[config.mk]
export PLATFORM = sky130hd
export DESIGN_NAME = pws_mix_out
export DESIGN_NICKNAME = d
export VERILOG_FILES = /design/src/rtl/pws_pkg.sv /design/src/rtl/pws_mix_out.sv
export VERILOG_INCLUDE_DIRS = /design/src /design/src/rtl
export SDC_FILE = /design/constraint.sdc
export NUM_CORES = 1
export LEC_CHECK = 0
export BUFFER_PORTS_ARGS = -buffer_cell sky130_fd_sc_hd__buf_2
export CAP_MARGIN = 25
export CORE_MARGIN = 10
export CORE_UTILIZATION = 60
export CTS_BUF_LIST = sky130_fd_sc_hd__clkbuf_8 sky130_fd_sc_hd__clkbuf_16
export DETAILED_ROUTE_END_ITERATION = 12
export PLACE_DENSITY = 0.78
export SLEW_MARGIN = 20
export SYNTH_ARGS = -nofsm -noshare
export SYNTH_HDL_FRONTEND = slang
export SYNTH_SLANG_ARGS = --single-unit
export TNS_END_PERCENT = 20
[constraint.sdc]
create_clock -name clk -period 20 [get_ports clk]
set_input_delay 4 -clock clk [delete_from_list [all_inputs] [get_ports clk]]
set_output_delay 4 -clock clk [all_outputs]
set_load 0.02 [all_outputs]
[src/rtl/polyphonic_wavetable_synth_macros.svh]
// Assertion macros shared by the synthesizer RTL.
`ifndef POLYPHONIC_WAVETABLE_SYNTH_MACROS_SVH
`define POLYPHONIC_WAVETABLE_SYNTH_MACROS_SVH

// Same-cycle implication.
`define PWS_ASSERT_IMPL(name, clk, rst_n, ante, cons, msg) \
    name: assert property (@(posedge clk) disable iff (!rst_n) (ante) |-> (cons)) \
        else $error(msg);

// Next-cycle implication.
`define PWS_ASSERT_NEXT(name, clk, rst_n, ante, cons, msg) \
    name: assert property (@(posedge clk) disable iff (!rst_n) (ante) |=> (cons)) \
        else $error(msg);

`endif

[src/rtl/pws_pkg.sv]
`default_nettype none

package pws_pkg;

    localparam int PHASE_W      = 24;
    localparam int ENV_W        = 24;
    localparam int SINE_W       = 16;
    localparam int GAIN_W       = 16;
    localparam int CMD_W        = 2;
    localparam int VOICE_W      = 5;
    localparam int SAMPLE_W     = 16;
    localparam int CFG_INDEX_W  = 2;
    localparam int CFG_DATA_W   = 24;

    localparam int VOICES_DEFAULT       = 24;
    localparam int SINE_ENTRIES_DEFAULT = 1024;

    localparam int ENV_FULL     = 8388608;
    localparam int CLAMP_LIMIT  = 30000;
    localparam int SAMPLE_SHIFT = 38;
    localparam int PRODUCT_BITS = 38;

    localparam longint unsigned HALF_PI_Q30 = 64'd1686629713;

    localparam logic [ENV_W-1:0]  ATTACK_RESET  = 24'd47554;
    localparam logic [ENV_W-1:0]  RELEASE_RESET = 24'd1057;
    localparam logic [GAIN_W-1:0] GAIN_RESET    = 16'd5400;

    localparam logic [CMD_W-1:0] CMD_TICK = 2'd0;
    localparam logic [CMD_W-1:0] CMD_GATE = 2'd1;
    localparam logic [CMD_W-1:0] CMD_INCR = 2'd2;

    localparam logic [CFG_INDEX_W-1:0] REG_ATTACK  = 2'd0;
    localparam logic [CFG_INDEX_W-1:0] REG_RELEASE = 2'd1;
    localparam logic [CFG_INDEX_W-1:0] REG_GAIN    = 2'd2;

    typedef struct packed {
        logic [CMD_W-1:0]   code;
        logic [VOICE_W-1:0] voice;
        logic               gate_on;
        logic [PHASE_W-1:0] phase_increment;
    } cmd_word_t;

endpackage

`default_nettype wire

[src/rtl/pws_mix_out.sv]
`default_nettype none
`include "polyphonic_wavetable_synth_macros.svh"

module pws_mix_out #(
    parameter int MIX_W = pws_pkg::PRODUCT_BITS + 2 + $clog2(pws_pkg::VOICES_DEFAULT)
) (
    input  wire logic                          clk,
    input  wire logic                          rst_n,
    input  wire logic signed [MIX_W-1:0]       mix,
    input  wire logic                          mix_valid,
    output logic                               mix_ready,
    input  wire logic [pws_pkg::GAIN_W-1:0]    output_gain,
    output logic                               out_valid,
    input  wire logic                          out_stall,
    output logic signed [pws_pkg::SAMPLE_W-1:0] sample
);

    localparam int GAIN_W = pws_pkg::GAIN_W;
    localparam int LO_W   = MIX_W / 2;
    localparam int HI_W   = MIX_W - LO_W;
    localparam int MUL_W  = HI_W;
    localparam int P_W    = MUL_W + GAIN_W;
    localparam int TOT_W  = MIX_W + GAIN_W;
    localparam int SH_W   = TOT_W - pws_pkg::SAMPLE_SHIFT;
    localparam int MAG_W  = pws_pkg::SAMPLE_W - 1;

    typedef enum logic [1:0] {M_IDLE, M_HI, M_LO, M_SUM} state_t;

    state_t                            state_reg;
    logic                              out_valid_reg;
    logic signed [pws_pkg::SAMPLE_W-1:0] sample_reg;
    logic                              neg_reg;
    logic [MIX_W-1:0]                  mag_reg;
    logic [P_W-1:0]                    prod_hi_reg;
    logic [P_W-1:0]                    prod_lo_reg;

    logic [MIX_W-1:0]                  mix_mag;
    logic [MUL_W-1:0]                  mul_a;
    logic [P_W-1:0]                    mul_p;
    logic [TOT_W-1:0]                  total;
    logic [SH_W-1:0]                   shifted;
    logic [MAG_W-1:0]                  mag_c;
    logic signed [pws_pkg::SAMPLE_W-1:0] sample_next;
    logic                              slot_free;

    always_comb
    begin
        mix_mag = mix[MIX_W-1] ? (~$unsigned(mix)) + MIX_W'(1) : $unsigned(mix);
        mul_a   = (state_reg == M_HI) ? mag_reg[MIX_W-1:LO_W] : MUL_W'(mag_reg[LO_W-1:0]);
        mul_p   = {{GAIN_W{1'b0}}, mul_a} * {{MUL_W{1'b0}}, output_gain};
        total   = (TOT_W'(prod_hi_reg) << LO_W) + TOT_W'(prod_lo_reg);
        shifted = total[TOT_W-1:pws_pkg::SAMPLE_SHIFT];
        mag_c   = (shifted > SH_W'(pws_pkg::CLAMP_LIMIT))
                  ? MAG_W'(pws_pkg::CLAMP_LIMIT) : shifted[MAG_W-1:0];
        sample_next = neg_reg ? -$signed({1'b0, mag_c}) : $signed({1'b0, mag_c});
    end

    assign slot_free = !out_valid_reg || !out_stall;

    always_ff @(posedge clk or negedge rst_n)
    begin
        if (!rst_n)
        begin
            state_reg     <= M_IDLE;
            out_valid_reg <= 1'b0;
            sample_reg    <= '0;
        end
        else
        begin
            if ((state_reg == M_SUM) && slot_free)
            begin
                out_valid_reg <= 1'b1;
            end
            else if (!out_stall)
            begin
                out_valid_reg <= 1'b0;
            end
            unique case (state_reg)
                M_IDLE:
                begin
                    if (mix_valid)
                    begin
                        state_reg <= M_HI;
                    end
                end
                M_HI:
                begin
                    state_reg <= M_LO;
                end
                M_LO:
                begin
                    state_reg <= M_SUM;
                end
                M_SUM:
                begin
                    if (slot_free)
                    begin
                        sample_reg    <= sample_next;
                        state_reg     <= M_IDLE;
                    end
                end
                default:
                begin
                    state_reg <= M_IDLE;
                end
            endcase
        end
    end

    always_ff @(posedge clk)
    begin
        if ((state_reg == M_IDLE) && mix_valid)
        begin
            neg_reg <= mix[MIX_W-1];
            mag_reg <= mix_mag;
        end
        if (state_reg == M_HI)
        begin
            prod_hi_reg <= mul_p;
        end
        if (state_reg == M_LO)
        begin
            prod_lo_reg <= mul_p;
        end
    end

    assign mix_ready = (state_reg == M_IDLE);
    assign out_valid = out_valid_reg;
    assign sample    = sample_reg;

    `PWS_ASSERT_IMPL(a_sample_range, clk, rst_n, out_valid_reg, (int'(sample_reg) <= pws_pkg::CLAMP_LIMIT) && (int'(sample_reg) >= -pws_pkg::CLAMP_LIMIT), "sample outside clamp range")
    `PWS_ASSERT_NEXT(a_sum_issues, clk, rst_n, (state_reg == M_SUM) && slot_free, out_valid_reg, "finished sample not presented")
    `PWS_ASSERT_NEXT(a_sum_waits, clk, rst_n, (state_reg == M_SUM) && !slot_free, state_reg == M_SUM, "finished sample dropped while output busy")

endmodule

`default_nettype wire

# Word level (Yosys, flattened, before mapping)
# Cells that the tools add are included.
totals:
  register_bits: 143
  inputBits: 65
op_classes:
  n_addsub: 3
  n_mul: 1
  magnitude_cmp: 1
  n_eq_ne: 6
  n_mux: 9
  bitwise_logic: 1
  reduce_logical: 8
op_table:
  columns: ["operator", "n"]
  rows:
  - ["$add 61x39->61", 1]
  - ["$add 45x1->45 const B", 1]
  - ["$not 45->45", 1]
  - ["$mux 44", 1]
  - ["$mul 23x16->39", 1]
  - ["$gt 23x15->1 const B", 1]
  - ["$mux 23", 1]
  - ["$mux 16", 1]
  - ["$neg 15->16", 1]
  - ["$mux 15", 1]
  - ["$pmux 2 s4", 1]
  - ["$eq 2x2->1 const B", 2]
  - ["$mux 2", 2]
  - ["$ne 2x2->1 const B", 2]
  - ["$reduce_and 2->1", 2]
  - ["$eq 2x1->1 const B", 1]
  - ["$logic_and 1x1->1", 2]
  - ["$logic_not 1->1", 2]
  - ["$logic_not 2->1", 1]
  - ["$mux 1", 2]
  - ["$ne 2x1->1 const B", 1]
  - ["$logic_or 1x1->1", 1]

# Longest topological paths before layout
logic_depth:
  word_depth: 5
  depth_mapped: 30
  depth_no_buf: 27

# Least setup slack after synthesis
# OpenSTA, ideal clock, no wires.
synth_path:
  path_kind: "input -> register"
  startpoint: "in output_gain[6] in the netlist's numbering"
  endpoint: "reg prod_hi_reg[35] (data pin)"
  arrival_time_ns: 9.696
  path_slack_ns: 10.037
  path_stages: 24
  path_buffers: 1
  cell_sequence: "clkbuf_1 > nand2_1 > fa_1 > inv_1 > fa_1 > inv_1 > fa_1 > fa_1 > inv_1 > fa_1 > inv_1 > fa_1 > inv_1 > ha_1 > a21o_1 > a211o_1 > a21oi_1 > nor2_1 > and3_1 > o21ai_0 > a21boi_1 > a2111oi_0 > nor2_1 > xor2_1"
synth_via:
  elab_chain_cells: 1
synth_lines:
  columns: ["element", "line_no", "source"]
  rows:
  - ["start, declared", "pws_mix_out.sv:12", "input wire logic [pws_pkg::GAIN_W-1:0] output_gain,"]
  - ["$mul 23x16->39", "pws_mix_out.sv:50", "mul_p = {{GAIN_W{1'b0}}, mul_a} * {{MUL_W{1'b0}}, output_gain};"]
  - ["net mul_p[35]", "pws_mix_out.sv:39", "logic [P_W-1:0] mul_p;"]
  - ["end signal, assigned", "pws_mix_out.sv:119", "prod_hi_reg <= mul_p;"]
  - ["end, declared", "pws_mix_out.sv:34", "logic [P_W-1:0] prod_hi_reg;"]
# The timed path passes the listed nets, and every way through them passes these cells.
# A chain may end at the register's enable or synchronous reset.

# Worst setup path in the final report
layout_path:
  startpoint: "in output_gain[15] in the netlist's numbering"
  endpoint: "reg prod_lo_reg[35] (data pin)"
layout_via:
  elab_chain_cells: 1
layout_lines:
  columns: ["element", "line_no", "source"]
  rows:
  - ["$mul 23x16->39", "pws_mix_out.sv:50", null]
  - ["net mul_p[35]", "pws_mix_out.sv:39", null]
  - ["end signal, assigned", "pws_mix_out.sv:123", "prod_lo_reg <= mul_p;"]
  - ["end, declared", "pws_mix_out.sv:35", "logic [P_W-1:0] prod_lo_reg;"]
# The timed path passes the listed nets, and every way through them passes these cells.

==> out/qor.yml <==
floorplanning:
  chipHeight_um: 195
  die_area_mm2: 0.0381
  chip_width_um: 195
  start_util_pct: 60.6
  placementRows: 64
  boundaryPins: 83
  fp.coreArea_mm2: 0.0304
clocking:
  cts-root-buf: "clkbuf_16"
  worst_skew_pair.late_latency_ns: 0.42
  clock_transition_at_the_register_clock_pins_on_the_worst_setup_and_hold_paths_after_cts_ns: 0.06
  cts-buffers-inserted: 17
  postCtsResizedCells: 0
  post_cts_setup_driven_buffer_insertion_count: 0
  cts.htree.levels: 4
  cts_hold_buf: 0
  tritoncts: "built"
  tritoncts_num_sinks: 121
  ctsLongestPathBuffers: 2
sta:
  finalSetupViolCount: 0
  final-hold-violation-count: 0
  grt_setup_unrepaired: "false"
  timing_worst_slew_pin_value_ns: 0.966
  max_clock_freq_mhz: 98.0
  slew_viol_final: 0
  skew_ns: 0.0181
  min_period_ns: 10.21
  timing.max_slew.rel_slack_pct: 35.6
  timing.setup.tns_ns: 0
  final.period_utilization_pct: 51.0
grt:
  grt_pass1_vias: 14522
  grt_start_max_net_pins: 56
  total_global_routing_track_utilization_pct: 23.9
  antenna_found_initial: 2
  grt_pass1_wl_um: 73800
  grt_overflow: 0
drt:
  initialDrtViolationCount: 1043
  route.detailed.drc: 0
  route.final.wire_length_um: 45000
  number_of_detailed_route_iterations_in_the_first_pass: 6
  routed-via-count: 13676
  routed_antenna_nets: 0
  detail_route.vias_per_cell: 5.75
  routed_wire_length_per_instance_um: 18.9
worst_setup_path:
  cpPeakStageDelay_ns: 0.55
  worst-endpoint-arrival_ns: 10.36
  worst_path_max_delay_cell: "fa_1"
  timing.reg2reg.setup_slack_ns: 11.54
  timing.critical_path.cells: "buf_2, and2_1, fa_1, fa_1, fa_1, fa_1, fa_1, inv_1, fa_1, inv_1, ha_1, a21o_1, a211o_1, a21oi_1, nor2_1, and3_1, o21ai_0, a21boi_1, a2111oi_0, nor2_1, xor2_1"
  regToRegEndpoint: "prod_lo_reg[28]$_DFFE_PP_"
  worst_path_most_repeated_cell: "fa_1"
  start_kind: "primary input"
  cp_max_fanout: 23
  cp-endpoint: "prod_lo_reg[35]$_DFFE_PP_"
  ff2ff_path_depth: 24
  critPathRequiredTime_ns: 20.15
  crit_path_end_kind: "register"
  crit-reg2reg-launch: "state_reg[1]$_DFFE_PN0P_"
  critPathKind: "in2reg"
  startpoint: "output_gain[15]"
finish:
  antenna_cells_inserted: 0
  final_common_cell: "inv_1"
  final_layout_size_suffix_gt1_share_pct: 7.87
  growth_of_design_area_from_synthesis_to_finish_pct: 6.51
  commonest_cells_after_routing_fill_and_taps_aside: "inv_1, fa_1, nand2_1"
  num-nets-final: 2458
  largest_register_ff_count: 45
yosys:
  synth_sequential_area_ratio_pct: 19.2
  dominantRegCellSynth: "edfxtp_1"
  synth_top_cell_area_share_pct: 31.7
  postSynthCellCount: 1946
  synth.avg_cell_area_um2: 9.47
  synth_area_mm2: 0.0184
  synth_cell_type_count: 71
  synth_edf_count: 102
  ys_async_sr_fraction_pct: 15.7
  yosys_warnings: 0
  synth_area_leader_cell: "fa_1"
  postSynthRegisterBits: 121
  syn-num-nets: 2436
  ys_top_cells_by_area: "fa_1, edfxtp_1, ha_1"
flow_run:
  cap_viol_max_count: 0
place:
  io_buffer_count: 82
  gp_congestion: 0.917
  hpwl_detailed_um: 35600
hold_path:
  worst_hold_path.num_cells: 2
  hp-class: "reg2reg"
run_status:
  outcome: "complete, no violations"
-- worst min path at each step --
stage / start / endpoint
global route: sample[8]$_DFFE_PN0P_ / sample[8]$_DFFE_PN0P_
CTS: sample[3]$_DFFE_PN0P_ / sample[3]$_DFFE_PN0P_
detailed placement: sample[3]$_DFFE_PN0P_ / sample[3]$_DFFE_PN0P_
global placement: sample[8]$_DFFE_PN0P_ / sample[8]$_DFFE_PN0P_
floorplan: state_reg[0]$_DFFE_PN0P_ / state_reg[0]$_DFFE_PN0P_
finish: sample[3]$_DFFE_PN0P_ / sample[3]$_DFFE_PN0P_
-- layout make-up --
type / instances / area, um2
clock buffers: 17 / 425
fillers: 2460 / 10800
well taps: 396 / 495
clock inverters: 15 / 148
inverters: 354 / 1330
multi-input cells: 1389 / 13300
repair buffers: 85 / 433
flip-flops and latches: 121 / 3540
-- through the flow --
stage                     hold WS [ns]  instances  util (%)  worst slack [ns]  area [um2]
after CTS                        0.480       2377      64.5              9.83       19600
final                            0.477       2377      64.5              9.79       19600
after global placement           0.458       2345      62.6              9.51       19000
after detailed placement         0.466       2345      62.6              9.41       19000
after global routing             0.509       2377      64.5              9.44       19600
after floorplan                  0.528       1946         -             10.04       18400
-- cell families after synthesis --
family                     count (synthesis)  synth area share, %
adders and majority gates                425                 40.8
buffers and inverters                    436                 8.88
and+or+nand+nor                          626                 17.0
muxes                                     30                 1.78
AOI/OAI and AO/OA                        225                 8.45
DFF                                      121                 19.2
xor gates and xnor gates                  83                 3.95
-- synthesized netlist by cell type (10+ instances only) --
cell	count
a21o_1	15
a21oi_1	44
and2_1	144
and3_1	21
clkbuf_1	82
dfrtp_1	19
edfxtp_1	102
fa_1	292
ha_1	133
inv_1	354
mux2_2	22
nand2_1	265
nand2b_1	10
nand3_1	29
nand4_1	11
nor2_1	51
nor2b_1	17
nor3_1	19
o21a_1	10
o21ai_0	37
o21ai_1	16
o31ai_1	19
or3_1	20
xnor2_1	66
xor2_1	17
-- critical path: cells and delay by family --
family | cells | cell delay [ns]
compound gates | 6 | 1.55
simple gates | 4 | 0.63
buf+inv | 3 | 0.53
xor+xnor | 1 | 0.18
fa+ha+maj | 7 | 3.45
-- routing by layer --
metal  global-route usage [%]  vias up  wire length, um
met5                        0        -               27
met4                     7.75        4             1150
met3                     4.01       92             3290
met2                     40.9      566            22400
met1                     30.2     6739            18100
li1                         -     6275                -
Power is not shown: default switching activity piles up to over one toggle a cycle in this logic, so the estimate is an artifact.
